==> config.mk <==
export PLATFORM = sky130hd
export DESIGN_NAME = sd_card_spi_command_sequencer_unit_flat
export DESIGN_NICKNAME = d
export VERILOG_FILES = /design/src/rtl/core/sdspi_pkg.sv /design/src/rtl/core/sdspi_if.sv /design/src/rtl/core/sd_card_spi_command_sequencer_unit.sv /design/src/rtl/core/sdspi_engine.sv /design/src/flat_wrapper.sv
export VERILOG_INCLUDE_DIRS = /design/src /design/src/rtl/core
export SDC_FILE = /design/constraint.sdc
export NUM_CORES = 1
export LEC_CHECK = 0
export ABC_CLOCK_PERIOD_IN_PS = 7300
export BUFFER_PORTS_ARGS = -buffer_cell sky130_fd_sc_hd__buf_2
export CORE_UTILIZATION = 45
export DETAILED_ROUTE_END_ITERATION = 16
export PLACE_DENSITY_LB_ADDON = 0.12
export SLEW_MARGIN = 20
export SYNTH_ARGS = -nofsm -noshare
export SYNTH_HDL_FRONTEND = slang
export SYNTH_SLANG_ARGS = --single-unit
==> constraint.sdc <==
create_clock -name clock -period 7.3 [get_ports clock]
set_clock_uncertainty 0.1 [all_clocks]
set_input_delay 1.095 -clock clock [delete_from_list [all_inputs] [get_ports clock]]
set_output_delay 1.095 -clock clock [all_outputs]
set_load 0.005 [all_outputs]
==> src/rtl/core/assert_macros.svh <==
// Assertion macros shared by the RTL files that carry checks.
`ifndef ASSERT_MACROS_SVH
`define ASSERT_MACROS_SVH

// Checks that the consequent holds in the same cycle as the antecedent.
`define ASSERT_SAME(label, ante, cons, msg) \
   label: assert property (@(posedge clock) disable iff (reset) (ante) |-> (cons)) \
      else $error(msg);

// Checks that the consequent holds in the cycle after the antecedent.
`define ASSERT_NEXT(label, ante, cons, msg) \
   label: assert property (@(posedge clock) disable iff (reset) (ante) |=> (cons)) \
      else $error(msg);

`endif

==> src/rtl/core/sdspi_pkg.sv <==
// Package with the types, codes and command tables of the SD card SPI sequencer.
`default_nettype none
package sdspi_pkg;

   localparam int BLOCK_BYTES_DEF     = 512;
   localparam int INIT_IDLE_BYTES_DEF = 11;

   localparam logic [2:0] OP_INIT  = 3'd0;
   localparam logic [2:0] OP_READ  = 3'd1;
   localparam logic [2:0] OP_WRITE = 3'd2;
   localparam logic [2:0] OP_XCHG  = 3'd3;
   localparam logic [2:0] OP_WDATA = 3'd4;

   localparam logic [2:0] ST_OK       = 3'd0;
   localparam logic [2:0] ST_NO_IDLE  = 3'd1;
   localparam logic [2:0] ST_VOLTAGE  = 3'd2;
   localparam logic [2:0] ST_ACMD41   = 3'd3;
   localparam logic [2:0] ST_OCR      = 3'd4;
   localparam logic [2:0] ST_TIMEOUT  = 3'd5;
   localparam logic [2:0] ST_NO_TOKEN = 3'd6;
   localparam logic [2:0] ST_WR_REJ   = 3'd7;

   localparam logic [1:0] REG_RESPONSE_RETRIES = 2'd0;
   localparam logic [1:0] REG_REINIT_AT        = 2'd1;
   localparam logic [1:0] REG_TOKEN_TRIES      = 2'd2;
   localparam logic [1:0] REG_ACMD41_TRIES     = 2'd3;

   localparam logic [7:0] TOKEN_START  = 8'hFE;
   localparam logic [7:0] CMD17_INDEX  = 8'h51;
   localparam logic [7:0] CMD24_INDEX  = 8'h58;
   localparam logic [7:0] R1_IDLE      = 8'h01;
   localparam logic [7:0] R1_READY     = 8'h00;
   localparam logic [4:0] WRESP_MASKED = 5'h05;

   typedef enum logic [4:0] {
      P_IDLE, P_INIT_IDLE, P_CMD0, P_CMD0_R, P_CMD8, P_CMD8_R, P_CMD55, P_CMD55_R,
      P_ACMD41, P_ACMD41_R, P_CMD58, P_CMD58_R, P_CMDRW, P_CMDRW_R, P_TOKEN,
      P_RDATA, P_RCRC, P_WTOKEN, P_WWAIT, P_WDATA, P_WCRC, P_WRESP
   } phase_type;

   typedef struct packed {
      logic [2:0]  opcode;
      logic [31:0] sector;
      logic [7:0]  rx_byte;
      logic [7:0]  wr_byte;
   } req_type;

   typedef struct packed {
      logic       tx_valid;
      logic [7:0] tx_byte;
      logic       cs_low;
      logic       need_data;
      logic       rd_valid;
      logic [7:0] rd_byte;
      logic       rd_last;
      logic       done_res;
      logic [2:0] status;
      logic       high_capacity;
   } rsp_type;

   typedef struct packed {
      logic [7:0] response_retries;
      logic [7:0] reinit_at;
      logic [7:0] token_tries;
      logic [7:0] acmd41_tries;
   } cfg_type;

   // Bytes of the fixed init commands: index, four argument bytes, CRC, trailer.
   function automatic logic [7:0] init_cmd_byte(input phase_type ph, input logic [2:0] i);
      logic [2:0] k;
      k = (i < 3'd7) ? i : 3'd6;
      init_cmd_byte = 8'hFF;
      case (ph)
         P_CMD0: begin
            case (k)
               3'd0: init_cmd_byte = 8'h40;
               3'd5: init_cmd_byte = 8'h95;
               3'd6: init_cmd_byte = 8'hFF;
               default: init_cmd_byte = 8'h00;
            endcase
         end
         P_CMD8: begin
            case (k)
               3'd0: init_cmd_byte = 8'h48;
               3'd3: init_cmd_byte = 8'h01;
               3'd4: init_cmd_byte = 8'hAA;
               3'd5: init_cmd_byte = 8'h87;
               3'd6: init_cmd_byte = 8'hFF;
               default: init_cmd_byte = 8'h00;
            endcase
         end
         P_CMD55: begin
            case (k)
               3'd0: init_cmd_byte = 8'h77;
               3'd6: init_cmd_byte = 8'hFF;
               default: init_cmd_byte = 8'h00;
            endcase
         end
         P_ACMD41: begin
            case (k)
               3'd0: init_cmd_byte = 8'h69;
               3'd1: init_cmd_byte = 8'h40;
               3'd6: init_cmd_byte = 8'hFF;
               default: init_cmd_byte = 8'h00;
            endcase
         end
         P_CMD58: begin
            case (k)
               3'd0: init_cmd_byte = 8'h7A;
               3'd5: init_cmd_byte = 8'h75;
               3'd6: init_cmd_byte = 8'hFF;
               default: init_cmd_byte = 8'h00;
            endcase
         end
         default: init_cmd_byte = 8'hFF;
      endcase
   endfunction

   // A zero count register behaves as one.
   function automatic logic [7:0] at_least_one(input logic [7:0] v);
      at_least_one = (v == 8'd0) ? 8'd1 : v;
   endfunction

endpackage
`default_nettype wire

==> src/rtl/core/sdspi_if.sv <==
// Valid/ready channel interfaces for requests, results and register writes.
`default_nettype none
interface sdspi_req_if;
   logic        valid;
   logic        ready;
   logic [2:0]  opcode;
   logic [31:0] sector;
   logic [7:0]  rx_byte;
   logic [7:0]  wr_byte;
   modport source (output valid, opcode, sector, rx_byte, wr_byte, input ready);
   modport sink (input valid, opcode, sector, rx_byte, wr_byte, output ready);
endinterface

interface sdspi_rsp_if;
   logic       valid;
   logic       ready;
   logic       tx_valid;
   logic [7:0] tx_byte;
   logic       cs_low;
   logic       need_data;
   logic       rd_valid;
   logic [7:0] rd_byte;
   logic       rd_last;
   logic       done_res;
   logic [2:0] status;
   logic       high_capacity;
   modport source (output valid, tx_valid, tx_byte, cs_low, need_data, rd_valid, rd_byte,
                   rd_last, done_res, status, high_capacity, input ready);
   modport sink (input valid, tx_valid, tx_byte, cs_low, need_data, rd_valid, rd_byte,
                 rd_last, done_res, status, high_capacity, output ready);
endinterface

interface sdspi_csr_if;
   logic       valid;
   logic       ready;
   logic [1:0] index;
   logic [7:0] data;
   modport source (output valid, index, data, input ready);
   modport sink (input valid, index, data, output ready);
endinterface
`default_nettype wire

==> src/rtl/core/sd_card_spi_command_sequencer_unit.sv <==
// An accepted item is held in the input register, and its result is stored in the result register.
// One item per cycle while results are taken; the whole step is one pass of the sequencer logic.
// While a result waits unread, the input register takes one more item and then input stalls.
// Reset is synchronous and active high: idle phase, cleared counters, default registers.
// Top level of the SD card SPI command sequencer.
`default_nettype none
module sd_card_spi_command_sequencer_unit #(
   parameter int BLOCK_BYTES     = sdspi_pkg::BLOCK_BYTES_DEF,
   parameter int INIT_IDLE_BYTES = sdspi_pkg::INIT_IDLE_BYTES_DEF
) (
   input wire logic  clock,
   input wire logic  reset,
   sdspi_req_if.sink   req_chan,
   sdspi_rsp_if.source rsp_chan,
   sdspi_csr_if.sink   csr_chan
);
   import sdspi_pkg::*;
   `include "assert_macros.svh"

   logic    s1_valid_ff;
   req_type s1_item_ff;
   logic    rsp_valid_ff;
   rsp_type rsp_data_ff;
   cfg_type cfg_ff;
   rsp_type step_result;
   logic    advance;

   // An item moves on when the result register is free or being emptied.
   assign advance        = s1_valid_ff && (!rsp_valid_ff || rsp_chan.ready);
   assign req_chan.ready = !s1_valid_ff || advance;
   assign csr_chan.ready = 1'b1;

   // Input register.
   always_ff @(posedge clock) begin
      if (reset) begin
         s1_valid_ff <= 1'b0;
      end else if (req_chan.ready) begin
         s1_valid_ff <= req_chan.valid;
      end
   end

   always_ff @(posedge clock) begin
      if (req_chan.ready && req_chan.valid) begin
         s1_item_ff <= '{opcode: req_chan.opcode, sector: req_chan.sector,
                         rx_byte: req_chan.rx_byte, wr_byte: req_chan.wr_byte};
      end
   end

   // Configuration registers.
   always_ff @(posedge clock) begin
      if (reset) begin
         cfg_ff <= '{response_retries: 8'd10, reinit_at: 8'd5,
                     token_tries: 8'd100, acmd41_tries: 8'd4};
      end else if (csr_chan.valid) begin
         case (csr_chan.index)
            REG_RESPONSE_RETRIES: cfg_ff.response_retries <= csr_chan.data;
            REG_REINIT_AT:        cfg_ff.reinit_at        <= csr_chan.data;
            REG_TOKEN_TRIES:      cfg_ff.token_tries      <= csr_chan.data;
            REG_ACMD41_TRIES:     cfg_ff.acmd41_tries     <= csr_chan.data;
            default: ;
         endcase
      end
   end

   sdspi_engine #(
      .BLOCK_BYTES     (BLOCK_BYTES),
      .INIT_IDLE_BYTES (INIT_IDLE_BYTES)
   ) u_engine (
      .clock  (clock),
      .reset  (reset),
      .step   (advance),
      .item   (s1_item_ff),
      .cfg    (cfg_ff),
      .result (step_result)
   );

   // Result register.
   always_ff @(posedge clock) begin
      if (reset) begin
         rsp_valid_ff <= 1'b0;
      end else if (advance) begin
         rsp_valid_ff <= 1'b1;
      end else if (rsp_chan.ready) begin
         rsp_valid_ff <= 1'b0;
      end
   end

   always_ff @(posedge clock) begin
      if (advance) rsp_data_ff <= step_result;
   end

   assign rsp_chan.valid         = rsp_valid_ff;
   assign rsp_chan.tx_valid      = rsp_data_ff.tx_valid;
   assign rsp_chan.tx_byte       = rsp_data_ff.tx_byte;
   assign rsp_chan.cs_low        = rsp_data_ff.cs_low;
   assign rsp_chan.need_data     = rsp_data_ff.need_data;
   assign rsp_chan.rd_valid      = rsp_data_ff.rd_valid;
   assign rsp_chan.rd_byte       = rsp_data_ff.rd_byte;
   assign rsp_chan.rd_last       = rsp_data_ff.rd_last;
   assign rsp_chan.done_res      = rsp_data_ff.done_res;
   assign rsp_chan.status        = rsp_data_ff.status;
   assign rsp_chan.high_capacity = rsp_data_ff.high_capacity;

   // A blocked result keeps the pending item in the input register.
   `ASSERT_NEXT(a_stage_holds, s1_valid_ff && rsp_valid_ff && !rsp_chan.ready, s1_valid_ff, "item lost while result stalled")
   // A finishing result never also asks for a bus byte or carries read data.
   `ASSERT_SAME(a_done_alone, rsp_valid_ff && rsp_data_ff.done_res, !rsp_data_ff.tx_valid && !rsp_data_ff.rd_valid, "done result mixed with traffic")
   // Bytes sent with chip select high are idle bytes.
   `ASSERT_SAME(a_idle_byte, rsp_valid_ff && rsp_data_ff.tx_valid && !rsp_data_ff.cs_low, rsp_data_ff.tx_byte == 8'hFF, "non-idle byte with chip select high")

endmodule
`default_nettype wire

==> src/rtl/core/sdspi_engine.sv <==
// Sequencer state and the single-step update that maps one item to one result.
`default_nettype none
module sdspi_engine #(
   parameter int BLOCK_BYTES     = sdspi_pkg::BLOCK_BYTES_DEF,
   parameter int INIT_IDLE_BYTES = sdspi_pkg::INIT_IDLE_BYTES_DEF
) (
   input  wire logic              clock,
   input  wire logic              reset,
   input  wire logic              step,
   input  wire sdspi_pkg::req_type item,
   input  wire sdspi_pkg::cfg_type cfg,
   output      sdspi_pkg::rsp_type result
);
   import sdspi_pkg::*;

   localparam int BcW = $clog2(BLOCK_BYTES + 1);
   localparam logic [BcW-1:0] BC_BLOCK = BcW'(BLOCK_BYTES);
   localparam logic [BcW-1:0] BC_IDLE  = BcW'(INIT_IDLE_BYTES);
   localparam logic [31:0]    BLK32    = 32'(BLOCK_BYTES);

   phase_type      phase_ff, phase_in;
   logic [BcW-1:0] bc_ff, bc_in;
   logic [7:0]     retry_ff, retry_in;
   logic [7:0]     acmd_ff, acmd_in;
   logic           second_ff, second_in;
   logic           reinit_ff, reinit_in;
   logic [1:0]     kind_ff, kind_in;
   logic [31:0]    addr_ff, addr_in;
   logic           by_sector_ff, by_sector_in;
   logic [7:0]     first_ff, first_in;

   // One step of the sequencer: state update, then the byte to send next.
   always_comb begin
      logic       handled;
      logic       fin;
      logic [2:0] st;
      logic       ie;
      logic [2:0] ie_st;
      logic [BcW-1:0] rlen;
      logic [BcW-1:0] bc1;
      logic [2:0] bi;
      phase_in     = phase_ff;
      bc_in        = bc_ff;
      retry_in     = retry_ff;
      acmd_in      = acmd_ff;
      second_in    = second_ff;
      reinit_in    = reinit_ff;
      kind_in      = kind_ff;
      addr_in      = addr_ff;
      by_sector_in = by_sector_ff;
      first_in     = first_ff;
      result       = '0;
      handled      = 1'b0;
      fin          = 1'b0;
      st           = ST_OK;
      ie           = 1'b0;
      ie_st        = ST_OK;
      bc1          = bc_ff + BcW'(1);
      rlen         = BcW'(6);
      bi           = 3'd0;

      if (item.opcode <= OP_WRITE && phase_ff == P_IDLE) begin
         // New request.
         handled   = 1'b1;
         kind_in   = item.opcode[1:0];
         reinit_in = 1'b0;
         if (item.opcode == OP_INIT) begin
            second_in = 1'b0;
            acmd_in   = 8'd0;
            phase_in  = P_INIT_IDLE;
            bc_in     = '0;
         end else begin
            addr_in  = by_sector_ff ? item.sector : item.sector * BLK32;
            retry_in = at_least_one(cfg.response_retries);
            phase_in = P_CMDRW;
            bc_in    = '0;
         end
      end else if (item.opcode == OP_XCHG) begin
         handled = 1'b1;
         case (phase_ff)
            P_INIT_IDLE: begin
               bc_in = bc1;
               if (bc1 >= BC_IDLE) begin
                  phase_in = P_CMD0;
                  bc_in    = '0;
               end
            end
            P_CMD0, P_CMD8, P_CMD55, P_ACMD41, P_CMD58, P_CMDRW: begin
               bc_in = bc1;
               if (bc1 >= BcW'(7)) begin
                  phase_in = phase_type'(phase_ff + 5'd1);
                  bc_in    = '0;
               end
            end
            P_CMD0_R, P_CMD8_R, P_CMD55_R, P_ACMD41_R, P_CMD58_R, P_CMDRW_R: begin
               if (bc_ff == '0) first_in = item.rx_byte;
               if (phase_ff == P_CMD58_R && bc_ff == BcW'(1) && first_ff == 8'd0)
                  by_sector_in = item.rx_byte[6];
               bc_in = bc1;
               case (phase_ff)
                  P_CMD0_R:  rlen = BcW'(1);
                  P_CMD58_R: rlen = BcW'(5);
                  P_CMDRW_R: rlen = (kind_ff == OP_READ[1:0]) ? BcW'(1) : BcW'(4);
                  default:   rlen = BcW'(6);
               endcase
               if (bc1 >= rlen) begin
                  // Judge the first response byte.
                  case (phase_ff)
                     P_CMD0_R: begin
                        if (first_in == R1_IDLE) begin
                           phase_in = P_CMD8;
                           bc_in    = '0;
                        end else if (!second_ff) begin
                           second_in = 1'b1;
                           phase_in  = P_INIT_IDLE;
                           bc_in     = '0;
                        end else begin
                           ie    = 1'b1;
                           ie_st = ST_NO_IDLE;
                        end
                     end
                     P_CMD8_R: begin
                        if (first_in != R1_IDLE) begin
                           ie    = 1'b1;
                           ie_st = ST_VOLTAGE;
                        end else begin
                           acmd_in  = 8'd0;
                           phase_in = P_CMD55;
                           bc_in    = '0;
                        end
                     end
                     P_CMD55_R: begin
                        if (first_in != R1_IDLE) begin
                           ie    = 1'b1;
                           ie_st = ST_ACMD41;
                        end else begin
                           phase_in = P_ACMD41;
                           bc_in    = '0;
                        end
                     end
                     P_ACMD41_R: begin
                        if (first_in == R1_READY) begin
                           phase_in = P_CMD58;
                           bc_in    = '0;
                        end else begin
                           acmd_in = acmd_ff + 8'd1;
                           if (acmd_in >= at_least_one(cfg.acmd41_tries)) begin
                              ie    = 1'b1;
                              ie_st = ST_ACMD41;
                           end else begin
                              phase_in = P_CMD55;
                              bc_in    = '0;
                           end
                        end
                     end
                     P_CMD58_R: begin
                        ie    = 1'b1;
                        ie_st = (first_in == R1_READY) ? ST_OK : ST_OCR;
                     end
                     default: begin
                        if (first_in == R1_READY) begin
                           phase_in = (kind_ff == OP_READ[1:0]) ? P_TOKEN : P_WTOKEN;
                           bc_in    = '0;
                        end else begin
                           retry_in = retry_ff - 8'd1;
                           if (retry_in == 8'd0) begin
                              fin = 1'b1;
                              st  = ST_TIMEOUT;
                           end else if (retry_in == cfg.reinit_at) begin
                              reinit_in = 1'b1;
                              second_in = 1'b0;
                              acmd_in   = 8'd0;
                              phase_in  = P_INIT_IDLE;
                              bc_in     = '0;
                           end else begin
                              phase_in = P_CMDRW;
                              bc_in    = '0;
                           end
                        end
                     end
                  endcase
                  // End of an init: resume the pending command after a good re-init.
                  if (ie) begin
                     if (reinit_ff && ie_st == ST_OK) begin
                        reinit_in = 1'b0;
                        phase_in  = P_CMDRW;
                        bc_in     = '0;
                     end else begin
                        if (reinit_ff) reinit_in = 1'b0;
                        fin = 1'b1;
                        st  = ie_st;
                     end
                  end
               end
            end
            P_TOKEN: begin
               if (item.rx_byte == TOKEN_START) begin
                  phase_in = P_RDATA;
                  bc_in    = '0;
               end else begin
                  bc_in = bc1;
                  if (bc1 >= BcW'(at_least_one(cfg.token_tries))) begin
                     fin = 1'b1;
                     st  = ST_NO_TOKEN;
                  end
               end
            end
            P_RDATA: begin
               result.rd_valid = 1'b1;
               result.rd_byte  = item.rx_byte;
               bc_in           = bc1;
               if (bc1 >= BC_BLOCK) begin
                  result.rd_last = 1'b1;
                  phase_in       = P_RCRC;
                  bc_in          = '0;
               end
            end
            P_RCRC: begin
               bc_in = bc1;
               if (bc1 >= BcW'(2)) begin
                  fin = 1'b1;
                  st  = ST_OK;
               end
            end
            P_WTOKEN: begin
               phase_in = P_WWAIT;
               bc_in    = '0;
            end
            P_WDATA: begin
               bc_in = bc1;
               if (bc1 >= BC_BLOCK) begin
                  phase_in = P_WCRC;
                  bc_in    = '0;
               end else begin
                  phase_in = P_WWAIT;
               end
            end
            P_WCRC: begin
               bc_in = bc1;
               if (bc1 >= BcW'(2)) begin
                  phase_in = P_WRESP;
                  bc_in    = '0;
               end
            end
            P_WRESP: begin
               if (bc_ff == '0) first_in = item.rx_byte;
               bc_in = bc1;
               if (bc1 >= BcW'(2)) begin
                  fin = 1'b1;
                  st  = (first_in[4:0] == WRESP_MASKED) ? ST_OK : ST_WR_REJ;
               end
            end
            default: handled = 1'b0;
         endcase
      end else if (item.opcode == OP_WDATA && phase_ff == P_WWAIT) begin
         // Pass one write data byte straight to the bus.
         phase_in        = P_WDATA;
         result.tx_valid = 1'b1;
         result.tx_byte  = item.wr_byte;
         result.cs_low   = 1'b1;
      end

      if (fin) begin
         phase_in        = P_IDLE;
         bc_in           = '0;
         result.done_res = 1'b1;
         result.status   = st;
      end else if (handled) begin
         // Byte to exchange next, taken from the updated state.
         bi = bc_in[2:0];
         case (phase_in)
            P_IDLE, P_WDATA: ;
            P_WWAIT: result.need_data = 1'b1;
            P_INIT_IDLE: begin
               result.tx_valid = 1'b1;
               result.tx_byte  = 8'hFF;
            end
            P_CMD0, P_CMD8, P_CMD55, P_ACMD41, P_CMD58: begin
               result.tx_valid = 1'b1;
               result.tx_byte  = init_cmd_byte(phase_in, bi);
               result.cs_low   = 1'b1;
            end
            P_CMDRW: begin
               result.tx_valid = 1'b1;
               result.cs_low   = 1'b1;
               case (bi)
                  3'd0: result.tx_byte = (kind_in == OP_READ[1:0]) ? CMD17_INDEX
                                                                     : CMD24_INDEX;
                  3'd1: result.tx_byte = addr_in[31:24];
                  3'd2: result.tx_byte = addr_in[23:16];
                  3'd3: result.tx_byte = addr_in[15:8];
                  3'd4: result.tx_byte = addr_in[7:0];
                  3'd5: result.tx_byte = 8'h00;
                  default: result.tx_byte = 8'hFF;
               endcase
            end
            P_WTOKEN: begin
               result.tx_valid = 1'b1;
               result.tx_byte  = TOKEN_START;
               result.cs_low   = 1'b1;
            end
            default: begin
               result.tx_valid = 1'b1;
               result.tx_byte  = 8'hFF;
               result.cs_low   = 1'b1;
            end
         endcase
      end
      result.high_capacity = by_sector_in;
   end

   // State registers advance once per processed item.
   always_ff @(posedge clock) begin
      if (reset) begin
         phase_ff     <= P_IDLE;
         bc_ff        <= '0;
         retry_ff     <= '0;
         acmd_ff      <= '0;
         second_ff    <= 1'b0;
         reinit_ff    <= 1'b0;
         kind_ff      <= '0;
         addr_ff      <= '0;
         by_sector_ff <= 1'b0;
         first_ff     <= 8'hFF;
      end else if (step) begin
         phase_ff     <= phase_in;
         bc_ff        <= bc_in;
         retry_ff     <= retry_in;
         acmd_ff      <= acmd_in;
         second_ff    <= second_in;
         reinit_ff    <= reinit_in;
         kind_ff      <= kind_in;
         addr_ff      <= addr_in;
         by_sector_ff <= by_sector_in;
         first_ff     <= first_in;
      end
   end

endmodule
`default_nettype wire

==> src/flat_wrapper.sv <==
// flat-port wrapper written by rule: the top's interface ports become plain ports
module sd_card_spi_command_sequencer_unit_flat import sdspi_pkg::*;
#(
   parameter int BLOCK_BYTES     = sdspi_pkg::BLOCK_BYTES_DEF,
   parameter int INIT_IDLE_BYTES = sdspi_pkg::INIT_IDLE_BYTES_DEF
)
  (clock, reset, req_chan_valid, req_chan_opcode, req_chan_sector, req_chan_rx_byte, req_chan_wr_byte, req_chan_ready, rsp_chan_valid, rsp_chan_tx_valid, rsp_chan_tx_byte, rsp_chan_cs_low, rsp_chan_need_data, rsp_chan_rd_valid, rsp_chan_rd_byte, rsp_chan_rd_last, rsp_chan_done_res, rsp_chan_status, rsp_chan_high_capacity, rsp_chan_ready, csr_chan_valid, csr_chan_index, csr_chan_data, csr_chan_ready);
  sdspi_req_if req_chan_i ();
  sdspi_rsp_if rsp_chan_i ();
  sdspi_csr_if csr_chan_i ();
  input wire logic clock;
  input wire logic reset;
  input wire logic [$bits(req_chan_i.valid)-1:0] req_chan_valid;
  input wire logic [$bits(req_chan_i.opcode)-1:0] req_chan_opcode;
  input wire logic [$bits(req_chan_i.sector)-1:0] req_chan_sector;
  input wire logic [$bits(req_chan_i.rx_byte)-1:0] req_chan_rx_byte;
  input wire logic [$bits(req_chan_i.wr_byte)-1:0] req_chan_wr_byte;
  output wire logic [$bits(req_chan_i.ready)-1:0] req_chan_ready;
  output wire logic [$bits(rsp_chan_i.valid)-1:0] rsp_chan_valid;
  output wire logic [$bits(rsp_chan_i.tx_valid)-1:0] rsp_chan_tx_valid;
  output wire logic [$bits(rsp_chan_i.tx_byte)-1:0] rsp_chan_tx_byte;
  output wire logic [$bits(rsp_chan_i.cs_low)-1:0] rsp_chan_cs_low;
  output wire logic [$bits(rsp_chan_i.need_data)-1:0] rsp_chan_need_data;
  output wire logic [$bits(rsp_chan_i.rd_valid)-1:0] rsp_chan_rd_valid;
  output wire logic [$bits(rsp_chan_i.rd_byte)-1:0] rsp_chan_rd_byte;
  output wire logic [$bits(rsp_chan_i.rd_last)-1:0] rsp_chan_rd_last;
  output wire logic [$bits(rsp_chan_i.done_res)-1:0] rsp_chan_done_res;
  output wire logic [$bits(rsp_chan_i.status)-1:0] rsp_chan_status;
  output wire logic [$bits(rsp_chan_i.high_capacity)-1:0] rsp_chan_high_capacity;
  input wire logic [$bits(rsp_chan_i.ready)-1:0] rsp_chan_ready;
  input wire logic [$bits(csr_chan_i.valid)-1:0] csr_chan_valid;
  input wire logic [$bits(csr_chan_i.index)-1:0] csr_chan_index;
  input wire logic [$bits(csr_chan_i.data)-1:0] csr_chan_data;
  output wire logic [$bits(csr_chan_i.ready)-1:0] csr_chan_ready;
  assign req_chan_i.valid = req_chan_valid;
  assign req_chan_i.opcode = req_chan_opcode;
  assign req_chan_i.sector = req_chan_sector;
  assign req_chan_i.rx_byte = req_chan_rx_byte;
  assign req_chan_i.wr_byte = req_chan_wr_byte;
  assign req_chan_ready = req_chan_i.ready;
  assign rsp_chan_valid = rsp_chan_i.valid;
  assign rsp_chan_tx_valid = rsp_chan_i.tx_valid;
  assign rsp_chan_tx_byte = rsp_chan_i.tx_byte;
  assign rsp_chan_cs_low = rsp_chan_i.cs_low;
  assign rsp_chan_need_data = rsp_chan_i.need_data;
  assign rsp_chan_rd_valid = rsp_chan_i.rd_valid;
  assign rsp_chan_rd_byte = rsp_chan_i.rd_byte;
  assign rsp_chan_rd_last = rsp_chan_i.rd_last;
  assign rsp_chan_done_res = rsp_chan_i.done_res;
  assign rsp_chan_status = rsp_chan_i.status;
  assign rsp_chan_high_capacity = rsp_chan_i.high_capacity;
  assign rsp_chan_i.ready = rsp_chan_ready;
  assign csr_chan_i.valid = csr_chan_valid;
  assign csr_chan_i.index = csr_chan_index;
  assign csr_chan_i.data = csr_chan_data;
  assign csr_chan_ready = csr_chan_i.ready;
  sd_card_spi_command_sequencer_unit #(.BLOCK_BYTES(BLOCK_BYTES), .INIT_IDLE_BYTES(INIT_IDLE_BYTES)) u_core (.clock(clock), .reset(reset), .req_chan(req_chan_i), .rsp_chan(rsp_chan_i), .csr_chan(csr_chan_i));
endmodule
==> metrics.cfg, run 1 <==
[sta]
fmax_mhz = 176
finalMaxSlewViolations = 0
setup_ws_ps = 1610
finalCriticalPeriod_ps = 5690
rsz0062_at_grt = no
fin_crit_sh_pct = 78.0
slew-limit-headroom_pct = 33.6
tns_ps = 0
setup_viol = 0
finalHoldViolCount = 0
tightest_slew_ps = 989

[clocking]
cts_hold_buf = 0
clk_latency_ps = 450
cts_tree = yes
cts_resized = 0
cts.sinks = 187
cts.path.max_buffers = 2
clk_pin_slew_ps = 80
root_buffer = clkbuf_16
cts_setup_buffers = 0
cts_made_buffers = 17
cts_max_level = 4

[synth]
async_flop_share_pct = 0
avgSynthCellArea_um2 = 8.56
synth_nets = 1408
synth_area_leaders = edfxtp_1, dfxtp_1, a21oi_1, nor2_1, nand2_1
synth-seq-cells = 187
synth_common_cells = nor2_1, a21oi_1, nand2_1, dfxtp_1, edfxtp_1
ys_seq_area_share_pct = 40.2
synth_top_area_cell = edfxtp_1
synth.most_common_cell = nor2_1
synth_top_flop_cell = dfxtp_1
synthesis.area_um2 = 11200
synth_edf_count = 77
yosysWarningCount = 0
synth.distinct_cells = 97
synth_top_area_share_pct = 20.6
syn_inst = 1311

[routing]
wl_met1_mm = 14.8
drc_errors = 0
wl_met3_mm = 1.49
wl_mm = 32.0
drt-initial-drc-count = 734
met2_length_mm = 14.7
dr.max_layer_used = met4
post_drt_wl_per_cell_um = 18.9
vias = 9983
ant_nets = 0
via_per_inst = 5.91
dr.pass1.iters = 5

[floorplan]
initial_utilization_pct = 46.0
dieArea_um2 = 25600
rows = 57
core_area_um2 = 24400
fp.dieH_um = 160
ioPinCount = 95
die_x_um = 160

[power]
power_density_nw_per_um2 = 194
pwr-share-seq_pct = 47.8
pwr-share-clk_pct = 39.2
leakage_nw = 4.56
switching_share_pct = 28.9
power_frac_comb_pct = 13.0
peakVddDrop_uv = 117
switchingPower_w = 0.000701
p_int_w = 0.00172

[setup_path]
r2r_slack_ps = 1610
crit_start = u_core.u_engine.phase_ff[1]
required_ps = 7460
cp_slowest_stage_delay_ps = 750
end_kind = flip-flop
crit_path_start_kind = flip-flop
critPathArrivalTime_ps = 5850
ff2ff_path_depth = 19
r2r-start = u_core.u_engine.phase_ff[1]
cp_common_cell = a21oi_1
path_delay_family = compound AO/OA/AOI/OAI gates
crit_path_top_delay_cell = o31a_1
path_max_fanout = 22
path_buf_inv = 1
cp_cell_sequence = inv_1 -> ha_1 -> nand2b_1 -> nor2_1 -> nand2_1 -> o21ai_0 -> ha_1 -> nor3b_1 -> nor2_1 -> or4_1 -> a21o_1 -> a21oi_1 -> o31a_1 -> o21ai_2 -> a21boi_1 -> nand2b_1 -> a21oi_1 -> a21oi_1 -> a311oi_1
r2r-end = u_core.rsp_chan.tx_byte[2]
path_class = flip-flop to flip-flop

[grt]
antenna_found_initial = 0
grt_pass1_wl_mm = 50.3
grt_usage_pct = 24.9
grt_max_degree = 63
grt_pass1_vias = 9251
overflow = 0

[worst_hold_path]
hold_depth = 2
hold-path-endpoint = u_core.cfg_ff[8]
min_from = u_core.cfg_ff[8]
hp-class = flip-flop to flip-flop

[place]
pre_cts_slack_ps = 1760
gp_congestion = 0.950
io_buffer_count = 93
postPlaceCellArea_um2 = 11900
dp_hpwl_mm = 22.9

[final_layout]
syn2layout_area_growth_pct = 11.1
finalNetCount = 1448
fin_util_pct = 51.1
final_area_um2 = 12500
diodes = 0
drive_above_1_share_pct = 13.7

[run]
max_cap_violations = 0

[status]
outcome = completed

[worst max-delay path by stage]
stage                                       to  slack, ps  cells past startpoint
global placement    u_core.rsp_chan.tx_byte[5]       1920                     19
finish              u_core.rsp_chan.tx_byte[2]       1610                     19
detailed placement  u_core.rsp_chan.tx_byte[5]       1760                     19
floorplan           u_core.rsp_chan.tx_byte[4]       2780                     19
global route        u_core.rsp_chan.tx_byte[7]       1250                     18
CTS                 u_core.rsp_chan.tx_byte[5]       1730                     19
[state kept, by name, indices dropped and copies added, names as in the netlist, 2 cells and up]
signal / flops
u_core.cfg_ff: 32
u_core.rsp_chan.rd_byte: 8
u_core.rsp_chan.status: 3
u_core.rsp_chan.tx_byte: 8
u_core.s1_item_ff: 51
u_core.u_engine.acmd_ff: 8
u_core.u_engine.addr_ff: 32
u_core.u_engine.bc_ff: 10
u_core.u_engine.first_ff: 8
u_core.u_engine.kind_ff: 2
u_core.u_engine.phase_ff: 5
u_core.u_engine.retry_ff: 8
[cell usage in the layout (no fill, tap or decap), types with 6 or more instances in the layout]
| master | Yosys | routed |
|---|---|---|
| a211o_1 | 13 | 13 |
| a211oi_1 | 35 | 35 |
| a21boi_0 | 6 | 6 |
| a21o_1 | 10 | 10 |
| a21oi_1 | 128 | 128 |
| a31oi_1 | 14 | 14 |
| and2_1 | 16 | 15 |
| and3_1 | 28 | 28 |
| buf_2 | 11 | 92 |
| buf_4 | 2 | 21 |
| clkbuf_16 | 0 | 17 |
| dfxtp_1 | 110 | 109 |
| edfxtp_1 | 77 | 77 |
| ha_1 | 31 | 31 |
| inv_1 | 34 | 33 |
| mux2i_1 | 37 | 37 |
| nand2_1 | 126 | 126 |
| nand2b_1 | 20 | 20 |
| nand3_1 | 42 | 42 |
| nand3b_1 | 12 | 12 |
| nand4_1 | 11 | 11 |
| nor2_1 | 137 | 136 |
| nor2b_1 | 25 | 25 |
| nor3_1 | 35 | 35 |
| nor3b_1 | 6 | 6 |
| nor4_1 | 14 | 13 |
| o211ai_1 | 8 | 8 |
| o21a_1 | 8 | 8 |
| o21ai_0 | 55 | 55 |
| o21ai_1 | 9 | 9 |
| o221ai_1 | 7 | 7 |
| o22ai_1 | 8 | 8 |
| or3_1 | 9 | 9 |
| xnor2_1 | 16 | 16 |
| xor2_1 | 12 | 12 |
[logic make-up (layout without fill, tap and decap cells)]
group                    Yosys count  after routing  share of synthesized area [%]
AND/OR/NAND/NOR                  516            516                           23.3
AO/OA/AOI/OAI                    378            378                           22.3
flip-flops                       187            187                           40.2
buffers and inverters            127            180                           4.57
multiplexers                      42             42                           3.83
adder cells (fa/ha/maj)           31             31                           3.46
XOR/XNOR                          29             29                           2.33
other                              1              1                         0.0334
[power groups by stage]
stage / registers [W] / clock network [W] / logic [W]
2_1_floorplan: 0.00117 / 0 / 0.000216
3_3_place_gp: 0.00118 / 0 / 0.000311
3_5_place_dp: 0.00118 / 0 / 0.000311
4_1_cts: 0.00116 / 0.000971 / 0.000312
5_1_grt: 0.00116 / 0.00101 / 0.000343
6_report: 0.00116 / 0.000950 / 0.000314
[worst reg2reg max path, cell delays in order, from the launching register on]
cell and delay, ps:
dfxtp_1 450, inv_1 210, ha_1 460, nand2b_1 270
nor2_1 310, nand2_1 110, o21ai_0 120, ha_1 280
nor3b_1 190, nor2_1 80, or4_1 510, a21o_1 200
a21oi_1 140, o31a_1 750, o21ai_2 310, a21boi_1 240
nand2b_1 190, a21oi_1 190, a21oi_1 70, a311oi_1 320
[through the flow]
stage          hold WS (ps)  power [W]  cells
4_1_cts                 359    0.00244   1688
2_1_floorplan           331    0.00139   1311
3_3_place_gp            346    0.00149   1656
5_1_grt                 375    0.00251   1688
3_5_place_dp            348    0.00149   1656
6_report                358    0.00242   1688
[routing by layer]
| layer | global-route usage, % | up-vias |
|---|---|---|
| met5 | 0 | - |
| met4 | 9.39 | 0 |
| met3 | 3.66 | 63 |
| met2 | 40.6 | 307 |
| met1 | 33.4 | 4717 |
| li1 | - | 4896 |
[area by class of cell]
class                      count  area [um2]
multi-input combinational    997        6210
sequential                   187        4520
fill                        2334       11900
clock inverter                12         115
clock buffer                  20         467
tap                          324         405
inverter                      35         131
timing repair buffer         113         618
(Power assumes the default switching activity.)
==> inputs of run 2 (changes only) <==
- ABC_AREA: default -> 1
- ABC_CLOCK_PERIOD_IN_PS: 7300 -> 5500
- clock period: 7.3 -> 5.5 ns (I/O delays scaled with it)
==> run 2 against run 1 <==
  * Sequential share of layout area down 0.49 points
  * Routed wire length shrank 2.4%
  * Sequential cell count stayed put
  * Highest routed layer unchanged
  * Maximum frequency is 25% higher
  * Synthesized area grew 0.71%
==> metrics.cfg, run 2 <==
[clocking]
cts_hold_buf = 0  ; unchanged
cts_tree = yes
cts_setup_buffers = 0  ; unchanged
cts.path.max_buffers = 2  ; unchanged
clk_pin_slew_ps = 80  ; about the same
clk_latency_ps = 450  ; about the same
cts_resized = 0  ; unchanged
cts_max_level = 4  ; unchanged
cts_made_buffers = 17  ; unchanged
cts.sinks = 187  ; unchanged
root_buffer = clkbuf_16

[routing]
vias = 10416  ; +4.3%
drt-initial-drc-count = 851  ; +16%
post_drt_wl_per_cell_um = 15.7  ; -17%
dr.pass1.iters = 6  ; +1
via_per_inst = 5.24  ; -11%
drc_errors = 0  ; unchanged
ant_nets = 0  ; unchanged
wl_mm = 31.2  ; -2.4%

[sta]
setup_viol = 0  ; unchanged
tns_ps = 0  ; unchanged
slew-limit-headroom_pct = 38.3  ; +4.7 points
fmax_mhz = 219  ; +25%
finalHoldViolCount = 0  ; unchanged
fin_crit_sh_pct = 83.0  ; +5.1 points
finalMaxSlewViolations = 0  ; unchanged
finalCriticalPeriod_ps = 4570  ; -1120 ps
rsz0062_at_grt = no
tightest_slew_ps = 924  ; -65.5 ps

[place]
postPlaceCellArea_um2 = 12000  ; +1.1%
dp_hpwl_mm = 23.2  ; +1.6%
dp_cells = 1954  ; +18%
io_buffer_count = 93  ; unchanged
gp_congestion = 1.01  ; +5.8%

[synth]
synth-seq-cells = 187  ; unchanged
synth_area_leaders = edfxtp_1, dfxtp_1, nand2_1, inv_1, o21ai_0
synth_top_area_share_pct = 20.5  ; -0.15 points
synth_top_area_cell = edfxtp_1
synth_common_cells = nand2_1, inv_1, nor2_1, o21ai_0, dfxtp_1
synth_edf_count = 77  ; unchanged
synth.distinct_cells = 54  ; -44%
ys_seq_area_share_pct = 40.0  ; -0.29 points
avgSynthCellArea_um2 = 7.15  ; -16%
synth_nets = 1678  ; +19%
synth_top_flop_cell = dfxtp_1
yosysWarningCount = 0  ; unchanged
synthesis.area_um2 = 11300  ; +0.71%
async_flop_share_pct = 0  ; unchanged
synth.most_common_cell = nand2_1
syn_inst = 1581  ; +21%

[floorplan]
die_x_um = 160  ; +0.35%
fp.dieH_um = 160  ; +0.35%
ioPinCount = 95  ; unchanged
rows = 57  ; unchanged
initial_utilization_pct = 46.2  ; +0.19 points
dieArea_um2 = 25700  ; +0.70%
core_area_um2 = 24500  ; +0.29%

[status]
outcome = completed

[setup_path]
r2r-end = u_core.rsp_chan.tx_byte[0]
required_ps = 5720  ; -1740 ps
r2r-start = u_core.u_engine.bc_ff[0]
critPathArrivalTime_ps = 4780  ; -1070 ps
path_max_fanout = 13  ; -41%
path_class = flip-flop to flip-flop
crit_path_start_kind = flip-flop
ff2ff_path_depth = 21  ; +2
end_kind = flip-flop
r2r_slack_ps = 930  ; -680 ps

[final_layout]
largest-register = u_core.s1_item_ff
drive_above_1_share_pct = 14.4  ; +0.72 points
layout_commonest_cell = nand2_1
syn2layout_area_growth_pct = 11.8
mostFrequentLayoutCells = nand2_1, inv_1, nor2_1
largest_reg_flops = 51  ; unchanged
reg_top3 = u_core.s1_item_ff x51, u_core.cfg_ff x32, u_core.u_engine.addr_ff x32
final_area_um2 = 12600  ; +1.4%
diodes = 0  ; unchanged
fin_util_pct = 51.6  ; +0.54 points
finalNetCount = 1747  ; +21%
fin_cells = 1987  ; +18%

[grt]
grt_usage_pct = 24.7  ; -0.24 points
overflow = 0  ; unchanged
antenna_found_initial = 0  ; unchanged
grt_pass1_vias = 9625  ; +4.0%
grt_max_degree = 62  ; -1.6%
grt_pass1_wl_mm = 50.3  ; about the same

[power]
power_density_nw_per_um2 = 268  ; +38%
leakage_nw = 5.93  ; +30%
peakVddDrop_uv = 244  ; +110%

[worst_hold_path]
min_from = u_core.cfg_ff[24]
hold_depth = 2  ; unchanged
hp-class = flip-flop to flip-flop
hold-path-endpoint = u_core.cfg_ff[24]

[run]
max_cap_violations = 0  ; unchanged

## run 2: cell count changes after synthesis, moves of 23 or more
cell and change:
a21oi_1 -31, nor2b_1 -25, mux2i_1 -32, and3_1 -24
nand2_1 +241, o21ai_0 +67, inv_1 +178, clkbuf_1 -28
nor2_1 +23, nand3_1 +60, nand4_1 +25, nand2_2 +23
a211oi_1 -33
## run 2: cell families after synthesis
family,share of synthesized area (%)
DFF,40.0
other,0.0332
muxes,0.443
xor gates and xnor gates,0.775
adders and majority gates,3.43
and+or+nand+nor,31.4
buffers and inverters,9.98
AOI/OAI and AO/OA,14.0
## run 2: routing by layer
metal	share of wire, %	wire length [um]	up-vias	GRT usage, %
li1	-	-	5330	-
met1	47	14500	4760	32.9
met2	47	14700	283	41.1
met3	4.2	1310	43	3.36
met4	2.2	695	0	8.14
met5	0	0	-	0
## run 2: per-stage QoR
| step | power, W | hold WS [ps] | setup slack (ps) |
|---|---|---|---|
| 6_report | 0.00339 | 358 | 934 |
| 5_1_grt | 0.00354 | 384 | 516 |
| 4_1_cts | 0.00341 | 360 | 1020 |
| 3_5_place_dp | 0.00213 | 348 | 1030 |
| 3_3_place_gp | 0.00213 | 344 | 949 |
| 2_1_floorplan | 0.00197 | 329 | 1840 |
## run 2: layout make-up
type / count / area [um2]
Clock inverter: 15 / 193
Timing Repair Buffer: 105 / 556
Sequential cell: 187 / 4510
Clock buffer: 17 / 425
Fill cell: 2441 / 11800
Tap cell: 324 / 405
Inverter: 232 / 876
Multi-Input combinational cell: 1107 / 5670
## run 2: power breakdown
part           switching (W)  internal [W]  total, W
Sequential         0.0000362       0.00152   0.00155
Combinational       0.000373      0.000174  0.000547
Clock               0.000663      0.000624   0.00129
Total                0.00107       0.00232   0.00339
## run 2: critical path: stages (launching register included)
cell	delay [ps]
dfxtp_1	710
ha_1	310
xor2_1	630
ha_1	350
inv_1	60
nor2_1	50
and3_1	150
nand2_1	50
nor2_1	40
nor2_2	210
nand2_2	140
nand4_2	160
nand2_1	100
a21oi_2	460
nand2_2	260
nand2_4	190
nand2_1	90
nand3_1	100
nor2_1	60
nand3_1	90
nand2_1	50
nand2_1	60
## run 2: worst max-delay path by stage
| stage | startpoint | end | slack (ps) |
|---|---|---|---|
| floorplan | u_core.u_engine.phase_ff[1] | u_core.rsp_chan.tx_byte[1] | 1840 |
| global placement | u_core.u_engine.acmd_ff[0] | u_core.rsp_chan.tx_byte[5] | 950 |
| detailed placement | u_core.u_engine.acmd_ff[0] | u_core.rsp_chan.tx_byte[5] | 1030 |
| CTS | u_core.u_engine.acmd_ff[0] | u_core.rsp_chan.tx_byte[0] | 1020 |
| global route | u_core.u_engine.acmd_ff[0] | u_core.rsp_chan.tx_byte[0] | 520 |
| finish | u_core.u_engine.bc_ff[0] | u_core.rsp_chan.tx_byte[0] | 930 |
